[src/sv/sobel_edge_magnitude_rgb_macros.svh]
// assertion macros for the sobel edge magnitude block
// needs i_clk and i_rst_n in the scope of each use
`ifndef SOBEL_EDGE_MAGNITUDE_RGB_MACROS_SVH
`define SOBEL_EDGE_MAGNITUDE_RGB_MACROS_SVH

// same-cycle implication, checked out of reset only
`define SEM_ASSERT_IMPL(lbl, ante, cons) \
    lbl: assert property (@(posedge i_clk) disable iff (!i_rst_n) (ante) |-> (cons)) \
        else $error("sobel edge magnitude assertion failed");

// next-cycle implication, checked out of reset only
`define SEM_ASSERT_NEXT(lbl, ante, cons) \
    lbl: assert property (@(posedge i_clk) disable iff (!i_rst_n) (ante) |=> (cons)) \
        else $error("sobel edge magnitude assertion failed");

`endif

[src/sv/sem_pkg.sv]
`timescale 1ns / 1ps
// shared types and constants for the sobel edge magnitude block
// no dependencies
package sem_pkg;

    localparam int PIX_W = 8;
    localparam int RGB_W = 3 * PIX_W;
    localparam int CFG_W = 13;
    localparam int LANES = 3;

    // configuration register indexes
    localparam logic REG_WIDTH  = 1'b0;
    localparam logic REG_HEIGHT = 1'b1;

    typedef logic [RGB_W-1:0] t_rgb;
    typedef logic [PIX_W-1:0] t_pix;

    // status a lane hands to the merge stage
    typedef struct packed {
        logic done;
        t_pix mag;
    } t_lane_stat;

endpackage

[src/sv/sem_lane.sv]
`timescale 1ns / 1ps
// one color lane: sobel gradients, sum of squares, rounded iterative root
// uses sem_pkg
module sem_lane
    import sem_pkg::*;
(
    input  logic       i_clk,
    input  logic       i_rst_n,
    input  logic       i_start,
    input  t_pix       i_pix [3][3],
    output t_lane_stat o_stat
);

    typedef enum logic [3:0] {
        L_IDLE = 4'b0001,
        L_SQ   = 4'b0010,
        L_ROOT = 4'b0100,
        L_FIN  = 4'b1000
    } t_lstate;

    t_lstate            r_state;
    logic               r_done;
    logic signed [10:0] r_gx, r_gy;
    logic [20:0]        r_s;
    logic [8:0]         r_n;
    logic [3:0]         r_bit;
    t_pix               r_mag;

    logic signed [10:0] n_gx, n_gy;
    logic signed [21:0] w_sqx, w_sqy;
    logic [21:0]        w_sum;
    logic [8:0]         w_t;
    logic [17:0]        w_tt;
    logic [18:0]        w_nn;
    logic [9:0]         w_up;

    function automatic logic signed [10:0] sx(input t_pix p);
        sx = signed'({3'b000, p});
    endfunction

    always_comb begin
        n_gx = (sx(i_pix[0][2]) + (sx(i_pix[1][2]) <<< 1) + sx(i_pix[2][2]))
             - (sx(i_pix[0][0]) + (sx(i_pix[1][0]) <<< 1) + sx(i_pix[2][0]));
        n_gy = (sx(i_pix[2][0]) + (sx(i_pix[2][1]) <<< 1) + sx(i_pix[2][2]))
             - (sx(i_pix[0][0]) + (sx(i_pix[0][1]) <<< 1) + sx(i_pix[0][2]));
        w_sqx = r_gx * r_gx;
        w_sqy = r_gy * r_gy;
        w_sum = unsigned'(w_sqx) + unsigned'(w_sqy);
        w_t   = r_n | (9'd1 << r_bit);
        w_tt  = w_t * w_t;
        w_nn  = 19'(r_n) * 19'(r_n) + 19'(r_n);
        w_up  = (r_s > {2'b00, w_nn}) ? 10'(r_n) + 10'd1 : 10'(r_n);
    end

    always_ff @(posedge i_clk) begin
        if (!i_rst_n) begin
            r_state <= L_IDLE;
            r_done  <= 1'b0;
        end else begin
            case (r_state)
                L_IDLE: begin
                    if (i_start) begin
                        r_done  <= 1'b0;
                        r_state <= L_SQ;
                    end
                end
                L_SQ: r_state <= L_ROOT;
                L_ROOT: begin
                    if (r_bit == 4'd0) begin
                        r_state <= L_FIN;
                    end
                end
                L_FIN: begin
                    r_done  <= 1'b1;
                    r_state <= L_IDLE;
                end
                default: r_state <= L_IDLE;
            endcase
        end
    end

    always_ff @(posedge i_clk) begin
        case (r_state)
            L_IDLE: begin
                r_gx <= n_gx;
                r_gy <= n_gy;
            end
            L_SQ: begin
                r_s   <= w_sum[20:0];
                r_n   <= 9'd0;
                r_bit <= 4'd8;
            end
            L_ROOT: begin
                if ({3'b000, w_tt} <= r_s) begin
                    r_n <= w_t;
                end
                r_bit <= r_bit - 4'd1;
            end
            L_FIN: r_mag <= (w_up > 10'd255) ? 8'd255 : w_up[7:0];
            default: ;
        endcase
    end

    assign o_stat.done = r_done;
    assign o_stat.mag  = r_mag;

endmodule

[config.mk]
export PLATFORM = sky130hd
export DESIGN_NAME = sem_lane
export DESIGN_NICKNAME = d
export VERILOG_FILES = /design/src/sv/sobel_edge_magnitude_rgb_macros.svh /design/src/sv/sem_pkg.sv /design/src/sv/sem_lane.sv
export SDC_FILE = /design/constraint.sdc
export NUM_CORES = 1
export LEC_CHECK = 0
export BUFFER_PORTS_ARGS = -buffer_cell sky130_fd_sc_hd__buf_2
export CAP_MARGIN = 20
export CORE_MARGIN = 4
export CORE_UTILIZATION = 60
export CTS_CLUSTER_SIZE = 16
export DETAILED_ROUTE_END_ITERATION = 10
export GPL_TIMING_DRIVEN = 0
export HOLD_SLACK_MARGIN = 0.12
export PLACE_DENSITY = 0.89
export SYNTH_ARGS = -nofsm -noshare
export SYNTH_HDL_FRONTEND = slang
export SYNTH_SLANG_ARGS = --single-unit
[constraint.sdc]
create_clock -name i_clk -period 19.65 [get_ports i_clk]
set_input_delay 2.9475 -clock i_clk [delete_from_list [all_inputs] [get_ports i_clk]]
set_output_delay 2.9475 -clock i_clk [all_outputs]
set_load 0.1 [all_outputs]
### Word-level counts from Yosys, hierarchy flattened

Index checks and enable logic that the tools add are counted.

* bits in registers: 69
* latch bits: 0
* memory bits (writable): 0
* memory bits (read-only): 0
* input bits: 75
* output and inout port bits: 9
* word-level logic and storage cells: 53
* memories kept: 0

* add/subtract/negate cells: 14
* $mul: 4
* div/mod/pow operators: 0
* magnitude comparators: 3
* equality and inequality tests: 7
* shifts and indexed selects: 1
* muxes and demuxes: 9
* bitwise operators: 1
* reductions and logical operators: 6

Operator list (number)
* 10-bit by 8-bit adder with 11-bit output: 4
* 11-bit by 11-bit multiplier with 21-bit output: 2
* 8-bit by 9-bit adder with 10-bit output: 4
* 9-bit by 9-bit multiplier with 18-bit output: 2
* 11-bit subtractor: 2
* 21-bit adder: 1
* 21-bit by 19-bit greater-than comparator with 1-bit output: 1
* 18-bit by 21-bit <= comparator with 1-bit output: 1
* 18-bit by 9-bit adder with 19-bit output: 1
* 9-bit one-hot mux with 2 select lines: 1
* 4-bit one-hot mux with 3 select lines: 1
* 9-bit by 1-bit adder with 10-bit output, second input constant: 1
* 10-bit by 8-bit greater-than comparator with 1-bit output, second input constant: 1
* 10-bit 2-to-1 mux: 1
* 9-bit 2-to-1 mux: 1
* 9-bit OR: 1
* 1-bit by 4-bit << shifter with 9-bit output, first input constant: 1
* 4-bit 2-to-1 mux: 2
* 4-bit one-hot mux with 2 select lines: 1
* 2-bit != test, second input constant: 3
* 2-bit AND reduction: 3
* 4-bit by 1-bit equality test with 1-bit output, second input constant: 1
* 4-bit by 2-bit equality test with 1-bit output, second input constant: 1
* 4-bit by 3-bit equality test with 1-bit output, second input constant: 1
* other kinds (6): 7

### Longest topological paths before layout

Gate-level depths: netlist of run 1.

* word-level depth: 6
* mapped depth: 33
* mapped depth without buffers: 31

### Worst setup path before layout of run 1

Ideal clock, no wire load.

* path kind: register to register
* start point: register r_n[6]
* end point: register r_mag[7], data pin
* setup time: 0.265 ns
* arrival time: 7.308 ns
* data required time: 19.385 ns
* slack: 12.077 ns
* stages on the path, launching flop included: 33
* buffers on the path: 2
* period minus slack after synthesis: 7.573 ns
* cell sequence: edfxtp_1 > clkbuf_1 > inv_1 > nor2_1 > inv_1 > fa_1 > inv_1 > fa_1 > inv_1 > fa_1 > inv_1 > fa_1 > inv_1 > fa_1 > inv_1 > ha_1 > nand3_1 > a21oi_1 > o41a_1 > o211ai_1 > a21oi_1 > a21o_1 > a21oi_1 > xor2_1 > ha_1 > nand4_1 > or4_4 > a21oi_2 > o22ai_2 > or2_4 > buf_6 > o31ai_1 > nand3_2

* cells in the longest elaborated chain, start to end: 5
* elaborated cells between the ends (all ways): 6
* those cells by class: add/sub: 2; mul: 1; order compare: 2; mux: 1

Ends and longest elaborated chain
* start: declaration: line sem_lane.sv:25 `logic [8:0] r_n;`
* start signal: assignment: line sem_lane.sv:95 `r_n <= w_t;`
* 9-bit by 9-bit multiplier with 18-bit output: line sem_lane.sv:51 `w_nn = 19'(r_n) * 19'(r_n) + 19'(r_n);`
* 18-bit by 9-bit adder with 19-bit output: line sem_lane.sv:51
* 21-bit by 19-bit greater-than comparator with 1-bit output: line sem_lane.sv:52 `w_up = (r_s > {2'b00, w_nn}) ? 10'(r_n) + 10'd1 : 10'(r_n);`
* 10-bit 2-to-1 mux (*): line sem_lane.sv:52
* 10-bit by 8-bit greater-than comparator with 1-bit output: line sem_lane.sv:99 `L_FIN: r_mag <= (w_up > 10'd255) ? 8'd255 : w_up[7:0];`
* end signal: assignment: line sem_lane.sv:99
* end: declaration: line sem_lane.sv:27 `t_pix r_mag;`

Mark *: on every way between the ends. The rest lies on a longest branch, timed or not.
A chain may end at the register's enable or synchronous reset.

### Worst setup path in the final report of run 1

* start point: register r_n[6]
* end point: register r_mag[1], data pin

Same word-level chain as after synthesis.

==> results.sh, run 1 <==
export IMPL_status="finished clean"
export IMPL_max_slew_worst_pin_slew_ns=1.05
export IMPL_fp_dieW_um=180
export IMPL_synthAdderAreaFrac_pct=56.3
export IMPL_grt_use_met1_pct=27.5
export IMPL_synth_compound_area_share_pct=5.25
export IMPL_vias_per_cell=5.44
export IMPL_grt_max_degree=15
export IMPL_cts_tree="built"
export IMPL_coreArea_um2=29000
export IMPL_hold_viol=0
export IMPL_required_ns=19.73
export IMPL_antenna_found_initial=0
export IMPL_synth_simple_area_share_pct=11.0
export IMPL_dp_cells=2289
export IMPL_reg2reg_to="r_mag[1]"
export IMPL_cts_buffers=9
export IMPL_synth_top_family_by_area="adder cells"
export IMPL_hp_start="r_done"
export IMPL_portBuffers=75
export IMPL_routed_wl_mm=38.1
export IMPL_fin_crit_sh_pct=44.4
export IMPL_async_reset_ff_share_pct=0
export IMPL_ioPinCount=84
export IMPL_synth_edf_count=64
export IMPL_synth_most_common_cell="inv_1"
export IMPL_layout_nets=2576
export IMPL_cts_root_buf="clkbuf_16"
export IMPL_cap_violations=0
export IMPL_reg2reg_slack_ns=10.92
export IMPL_slew_headroom_pct=29.4
export IMPL_top_usage_layer="met2"
export IMPL_final_layout_size_suffix_gt1_share_pct=6.77
export IMPL_cts_buffer_depth=2
export IMPL_ys_types=58
export IMPL_path_max_fanout=10
export IMPL_track_usage_pct=24.8
export IMPL_htreeDepth=3
export IMPL_dp_hpwl_mm=33.2
export IMPL_ys_seq_area_share_pct=11.3
export IMPL_synth_cell_area_um2=17800
export IMPL_muxShareOfSynthArea_pct=0.309
export IMPL_initial_core_util_pct=61.4
export IMPL_insertedDiodeCount=0
export IMPL_fmax_mhz=115
export IMPL_synth_avg_cell_area_um2=9.77
export IMPL_ctsResizeCount=0
export IMPL_clock_latency_ns=0.35
export IMPL_grt_pass1_vias=14565
export IMPL_min_to="r_done"
export IMPL_clk_pin_slew_worst_paths_ns=0.07
export IMPL_worstSetupEndpointType="flip-flop"
export IMPL_grt_pass1_wl_mm=66.3
export IMPL_slew_viol_final=0
export IMPL_num_vias=12543
export IMPL_path_class="flip-flop to flip-flop"
export IMPL_postCtsHoldBufs=0
export IMPL_die_area_um2=32500
export IMPL_num_rows=62
export IMPL_hold_ws_ns=0.523
export IMPL_die_h_um=180
export IMPL_setup_viol=0
export IMPL_stdcell_count=2305
export IMPL_path_common_cell="inv_1"
export IMPL_postCtsSetupBuffers=0
export IMPL_synth_top_cell_by_area="fa_1"
export IMPL_wl_per_cell_um=16.5
export IMPL_initialDrtViolationCount=652
export IMPL_synthTopCellsByArea="fa_1 (41%), ha_1 (16%), edfxtp_1 (11%), inv_1 (10%), xnor2_1 (3.5%)"
export IMPL_dr_pass1_iters=5
export IMPL_cts_sinks=69
export IMPL_grt_ovfl_total=0
export IMPL_ys_ff_latch=69
export IMPL_drcViolationCount=0
export IMPL_slowest_delay_ns=0.61
export IMPL_synthCells=1825
export IMPL_tns_ns=0
export IMPL_period_needed_ns=8.73
export IMPL_routabilityCongestion=0.913
export IMPL_grt_setup_unrepaired="false"
export IMPL_syn_num_nets=2485
export IMPL_worst_ep_arrival_time_ns=8.81
export IMPL_r2r_start="r_n[6]"
export IMPL_synth_warnings=0
export IMPL_yosys_top_cells_count="inv_1 (488), fa_1 (362), ha_1 (223)"
export IMPL_hold_class="flip-flop to flip-flop"
export IMPL_drtAntennaViolNets=0
export IMPL_ys_flop_type="edfxtp_1"
export IMPL_cp_slowest_cell="fa_1"
export IMPL_synth_xor_xnor_area_share_pct=4.52
export IMPL_worstSetupStartpointType="flip-flop"
export IMPL_areaGrowthSynthToFinish_pct=6.97
export IMPL_netlist_area_leader_share_pct=40.7
export IMPL_r2r_cells=32
export IMPL_fin_skew_ns=0.00472
export IMPL_grt_use_met2_pct=47.1
export IMPL_use_met3_pct=3.51
export IMPL_hold_depth=2
[cells in the final DEF (no fill, tap or decap), types with 21 or more instances in the layout]
cell type,synthesis,layout
clkbuf_1,37,37
o21ai_0,22,22
buf_2,0,75
a21oi_1,60,60
xnor2_1,71,71
ha_1,223,223
xor2_1,21,21
and2_1,58,58
inv_1,488,488
nor2b_1,28,28
nand2_1,105,105
fa_1,362,362
edfxtp_1,64,64
nor2_1,100,100
[per-layer routing]
| metal | share of wire (%) | up-vias |
|---|---|---|
| li1 | - | 5736 |
| met1 | 36 | 6234 |
| met2 | 53 | 436 |
| met3 | 5.5 | 137 |
| met4 | 4.8 | 0 |
| met5 | 0 | - |
[cell families (layout without fill, tap and decap cells)]
kind of cell / count (synthesis) / after routing
multiplexers: 4 / 4
AND/OR/NAND/NOR: 395 / 395
XOR/XNOR: 92 / 92
adder cells (fa/ha/maj): 585 / 585
flip-flops: 69 / 69
buffers and inverters: 530 / 626
AO/OA/AOI/OAI: 150 / 150
[critical path, delay by kind of cell, from the launching register on]
kind,cells,cell delay [ns]
AOI/OAI and AO/OA,9,2.11
adders and majority gates,7,3.22
buffers and inverters,8,1.11
DFF,1,0.41
xor gates and xnor gates,1,0.20
muxes,1,0.29
and+or+nand+nor,6,1.11
[per-stage QoR]
step / setup slack (ns) / instance area [µm²] / utilization, %
after floorplan: 12.08 / 17800 / -
after global placement: 11.19 / 18700 / 64.4
after CTS: 10.96 / 19100 / 65.7
after global routing: 10.29 / 19100 / 65.7
after detailed placement: 11.04 / 18700 / 64.6
final: 10.92 / 19100 / 65.7
[worst max path at each step]
| stage | startpoint | endpoint | slack (ns) |
|---|---|---|---|
| after floorplan | r_n[6] | r_mag[7] | 12.08 |
| after global placement | r_n[6] | r_mag[1] | 11.19 |
| after detailed placement | r_n[6] | r_mag[1] | 11.04 |
| after CTS | r_n[6] | r_mag[5] | 10.96 |
| after global routing | r_n[6] | r_mag[1] | 10.29 |
| final | r_n[6] | r_mag[1] | 10.92 |
[sequential cells by signal, summed over array words and instances (netlist names)]
register and flops:
r_s 21, r_n 9, r_gy 11, r_bit 4, r_mag 8, r_done 1
r_state 4, r_gx 11
[cell type report]
cell class              count  area [µm²]
fillers                  2104        9950
repair buffers             80         413
inverters                 491        1840
clock buffers               9         225
plain buffers              39         158
multi-input cells        1226       13800
flip-flops and latches     69        2020
clock inverters             7         105
well taps                 384         480
Power of run 1 is not shown: default switching activity piles up to over one toggle a cycle in this logic, so the estimate is an artifact.
==> run 2, diff against run 1 <==
==> constraint.sdc (replaced) <==
create_clock -name i_clk -period 8.1 [get_ports i_clk]
set_input_delay 1.215 -clock i_clk [delete_from_list [all_inputs] [get_ports i_clk]]
set_output_delay 1.215 -clock i_clk [all_outputs]
set_load 0.1 [all_outputs]
==> results.sh, run 2 (synthesis results as in run 1) <==
export IMPL_status="finished clean"
export IMPL_wl_per_cell_um=16.8
export IMPL_fin_crit_sh_pct=96.8
export IMPL_cts_root_buf="clkbuf_16"
export IMPL_fmax_mhz=127
export IMPL_track_usage_pct=24.8
export IMPL_grt_pass1_vias=14548
export IMPL_postCtsHoldBufs=0
export IMPL_routabilityCongestion=0.913
export IMPL_portBuffers=75
export IMPL_setup_viol=0
export IMPL_cap_violations=0
export IMPL_slew_viol_final=0
export IMPL_grt_ovfl_total=0
export IMPL_cts_buffers=9
export IMPL_final_common_cell="inv_1"
export IMPL_worstSetupStartpointType="flip-flop"
export IMPL_path_max_fanout=10
export IMPL_fp_dieW_um=180
export IMPL_cts_tree="built"
export IMPL_ioPinCount=84
export IMPL_grt_pass1_wl_mm=66.4
export IMPL_hold_class="flip-flop to flip-flop"
export IMPL_clk_pin_slew_worst_paths_ns=0.07
export IMPL_coreArea_um2=29000
export IMPL_fin_util_pct=66.1
export IMPL_period_needed_ns=7.84
export IMPL_htreeDepth=3
export IMPL_final_layout_size_suffix_gt1_share_pct=7.84
export IMPL_die_area_um2=32500
export IMPL_path_common_cell="inv_1"
export IMPL_routed_wl_mm=38.8
export IMPL_final_cell_mix="inv_1 (486), fa_1 (361), ha_1 (223), nand2_1 (105), nor2_1 (99)"
export IMPL_areaGrowthSynthToFinish_pct=7.61
export IMPL_drcViolationCount=0
export IMPL_layout_nets=2581
export IMPL_initialDrtViolationCount=754
export IMPL_insertedDiodeCount=0
export IMPL_path_class="flip-flop to flip-flop"
export IMPL_max_slew_worst_pin_slew_ns=1.08
export IMPL_cts_buffer_depth=2
export IMPL_vias_per_cell=5.50
export IMPL_drtAntennaViolNets=0
export IMPL_slowest_delay_ns=0.61
export IMPL_slew_headroom_pct=27.8
export IMPL_worstSetupEndpointType="flip-flop"
export IMPL_required_ns=8.19
export IMPL_clock_latency_ns=0.35
export IMPL_dp_hpwl_mm=33.2
export IMPL_worst_ep_arrival_time_ns=7.94
export IMPL_top_regs="r_s (21), r_gx (11), r_gy (11)"
export IMPL_die_h_um=180
export IMPL_grt_max_degree=15
export IMPL_regMostFlops="r_s"
export IMPL_initial_core_util_pct=61.4
export IMPL_dp_cells=2289
export IMPL_num_rows=62
export IMPL_antenna_found_initial=0
export IMPL_cp_slowest_cell="fa_2"
export IMPL_worst_slack_ns=0.256
export IMPL_num_vias=12709
export IMPL_fin_skew_ns=0.00536
export IMPL_hold_viol=0
export IMPL_dp_worst_setup_slack_ns=-0.511
export IMPL_largest_reg_flops=21
export IMPL_dr_pass1_iters=5
export IMPL_cts_sinks=69
export IMPL_stdcell_count=2310
## run 2: cell types whose count changed in the layout (fill, tap and decap cells not counted), moves of 2 or more
cell | previous run | this run
nor3_4 | 0 | 2
clkbuf_1 | 37 | 32
a21oi_2 | 1 | 3
nor3_2 | 2 | 0
a21oi_1 | 60 | 58
buf_4 | 6 | 15
inv_1 | 488 | 486
## run 2: path summary, 6_finish.rpt
path                              from       end  slack, ns  depth (start not counted)
worst max register to register  r_n[6]  r_mag[7]       0.26                         32
worst min-delay path            r_done    r_done       0.52                          2
worst min register to register  r_done    r_done       0.52                          2
worst max-delay path            r_n[6]  r_mag[7]       0.26                         32
## run 2: final cells by class
class                           instances  area, µm²
Fill cell                            2084       9830
Tap cell                              384        480
Timing Repair Buffer                   89        480
Inverter                              491       1850
Clock inverter                          7        105
Multi-Input combinational cell       1226      13900
Sequential cell                        69       2020
Buffer                                 35        144
Clock buffer                            9        225
## run 2: metal layers
metal,vias to the layer above,GRT usage (%),wire [µm]
met5,-,0,0
met4,0,11.0,1970
met3,162,3.49,2240
met2,483,47.1,20600
met1,6309,27.6,14000
li1,5755,-,-
## run 2: what timing repair did
item / in CTS / in global routing
resized for setup: 3 / 14
setup buffers: 3 / 6
setup endpoints to repair: 8 / 8
pin swaps: 1 / 5
## run 2: per-stage QoR
| stage | setup TNS [ns] | hold slack, ns | cell area (µm²) |
|---|---|---|---|
| after floorplan | 0 | 0.480 | 17800 |
| after CTS | 0 | 0.534 | 19100 |
| after detailed placement | -3.74 | 0.515 | 18700 |
| final | 0 | 0.524 | 19200 |
| after global routing | -0.136 | 0.571 | 19200 |
| after global placement | -2.36 | 0.496 | 18700 |
## run 2: critical path: cells and delay by family (launching register included)
family	cells	cell delay (ns)
AO/OA/AOI/OAI	9	1.71
AND/OR/NAND/NOR	6	1.24
buffers and inverters	9	0.81
flip-flops	1	0.46
XOR/XNOR	1	0.09
adder cells (fa/ha/maj)	7	3.26
Power of run 2 is left out for the same reason.
==> run 3, diff against run 2 <==
--- a/config.mk
+++ b/config.mk
@@ -8,12 +8,12 @@
 export BUFFER_PORTS_ARGS = -buffer_cell sky130_fd_sc_hd__buf_2
 export CAP_MARGIN = 20
 export CORE_MARGIN = 4
-export CORE_UTILIZATION = 60
+export CORE_UTILIZATION = 65
 export CTS_CLUSTER_SIZE = 16
 export DETAILED_ROUTE_END_ITERATION = 10
 export GPL_TIMING_DRIVEN = 0
 export HOLD_SLACK_MARGIN = 0.12
-export PLACE_DENSITY = 0.89
+export PLACE_DENSITY = 0.95
 export SYNTH_ARGS = -nofsm -noshare
 export SYNTH_HDL_FRONTEND = slang
 export SYNTH_SLANG_ARGS = --single-unit
==> results.sh, run 3 (synthesis results as in run 1) <==
export IMPL_status="finished clean"
export IMPL_worstSetupStartpointType="flip-flop"
export IMPL_final_area_um2=19200
export IMPL_vias_per_cell=5.73
export IMPL_die_h_um=174
export IMPL_cts_sinks=69
export IMPL_postCtsHoldBufs=0
export IMPL_track_usage_pct=28.1
export IMPL_regMostFlops="r_s"
export IMPL_layout_nets=2589
export IMPL_wl_per_cell_um=18.2
export IMPL_max_slew_worst_pin_slew_ns=1.06
export IMPL_dr_pass1_iters=7
export IMPL_dp_hpwl_mm=34.9
export IMPL_coreArea_um2=27000
export IMPL_tns_ns=0
export IMPL_drcViolationCount=0
export IMPL_cp_startpoint="r_n[6]"
export IMPL_num_vias=13047
export IMPL_path_common_cell="inv_1"
export IMPL_setup_viol=0
export IMPL_die_area_um2=30100
export IMPL_worst_ep_arrival_time_ns=8.14
export IMPL_period_needed_ns=8.05
export IMPL_final_layout_size_suffix_gt1_share_pct=8.38
export IMPL_fp_dieW_um=174
export IMPL_stdcell_count=2275
export IMPL_dp_cells=2246
export IMPL_grt_ovfl_total=0
export IMPL_routabilityCongestion=0.934
export IMPL_initialDrtViolationCount=959
export IMPL_cts_buffer_depth=2
export IMPL_portBuffers=75
export IMPL_cp_slowest_cell="fa_2"
export IMPL_fin_util_pct=71.1
export IMPL_fillers=1670
export IMPL_final_cell_mix="inv_1 (484), fa_1 (361), ha_1 (223), nand2_1 (105), nor2_1 (99)"
export IMPL_routed_wl_mm=41.3
export IMPL_worstSetupEndpointType="flip-flop"
export IMPL_num_rows=60
export IMPL_slew_viol_final=0
export IMPL_required_ns=8.19
export IMPL_grt_pass1_vias=15064
export IMPL_cts_root_buf="clkbuf_16"
export IMPL_fmax_mhz=124
export IMPL_antenna_found_initial=0
export IMPL_clk_pin_slew_worst_paths_ns=0.07
export IMPL_areaGrowthSynthToFinish_pct=7.53
export IMPL_drtAntennaViolNets=0
export IMPL_grt_max_degree=15
export IMPL_multi_input_area_um2=13900
export IMPL_largest_reg_flops=21
export IMPL_hold_depth=2
export IMPL_initial_core_util_pct=66.1
export IMPL_fin_skew_ns=0.00774
export IMPL_insertedDiodeCount=0
export IMPL_hold_viol=0
export IMPL_top_regs="r_s (21), r_gx (11), r_gy (11)"
export IMPL_clock_latency_ns=0.35
export IMPL_r2r_cells=30
export IMPL_hold_class="flip-flop to flip-flop"
export IMPL_htreeDepth=3
export IMPL_slowest_delay_ns=0.57
export IMPL_grt_pass1_wl_mm=68.9
export IMPL_ioPinCount=84
export IMPL_cts_buffers=9
export IMPL_path_class="flip-flop to flip-flop"
export IMPL_ff_latch_area_um2=2020
export IMPL_cts_tree="built"
export IMPL_slew_headroom_pct=29.2
export IMPL_r2r_start="r_n[6]"
export IMPL_path_max_fanout=5
export IMPL_cap_violations=0
export IMPL_hp_start="r_done"
export IMPL_fin_crit_sh_pct=99.3
export IMPL_place_area_um2=18700
export IMPL_final_common_cell="inv_1"
run 3: worst paths after layout:
path | end | slack, ns
worst max-delay path | r_mag[3] | 0.05
worst min-delay path | r_done | 0.53
worst max register to register | r_mag[3] | 0.05
worst min register to register | r_done | 0.53
run 3: area by class of cell:
cell class	count	share of cell area (%)
Multi-Input combinational cell	1226	72.4
Inverter	491	9.67
Clock buffer	9	1.18
Clock inverter	7	0.418
Buffer	36	0.777
Timing Repair Buffer	96	2.78
Sequential cell	69	10.5
Tap cell	341	2.23
run 3: worst max-delay path, delay by kind of cell, from the launching register on:
kind | cells | cell delay [ns]
xor gates and xnor gates | 1 | 0.16
and+or+nand+nor | 8 | 1.71
AOI/OAI and AO/OA | 6 | 1.31
DFF | 1 | 0.47
buffers and inverters | 7 | 0.57
adders and majority gates | 7 | 3.25
muxes | 1 | 0.32
run 3: through the flow:
| stage | hold WS (ns) | setup WS [ns] |
|---|---|---|
| after global routing | 0.576 | -0.232 |
| after global placement | 0.494 | -0.295 |
| final | 0.530 | 0.0533 |
| after detailed placement | 0.515 | -0.718 |
| after CTS | 0.530 | 0.0202 |
| after floorplan | 0.480 | 0.527 |
run 3: timing repair:
| item | CTS | global route |
|---|---|---|
| buffers inserted | 2 | 14 |
| pin swaps | 0 | 7 |
| cloned | 0 | 0 |
| setup endpoints to repair | 8 | 8 |
| gates resized for setup | 5 | 15 |
run 3: metal layers:
layer	GRT usage, %	vias to the layer above	routed length, µm	share of wire, %
met5	0	-	0	0
li1	-	5758	-	-
met4	15.5	0	2790	6.7
met1	30.7	6411	14300	35
met2	52.7	655	21800	53
met3	3.64	223	2530	6.1
Power of run 3 is left out for the same reason.
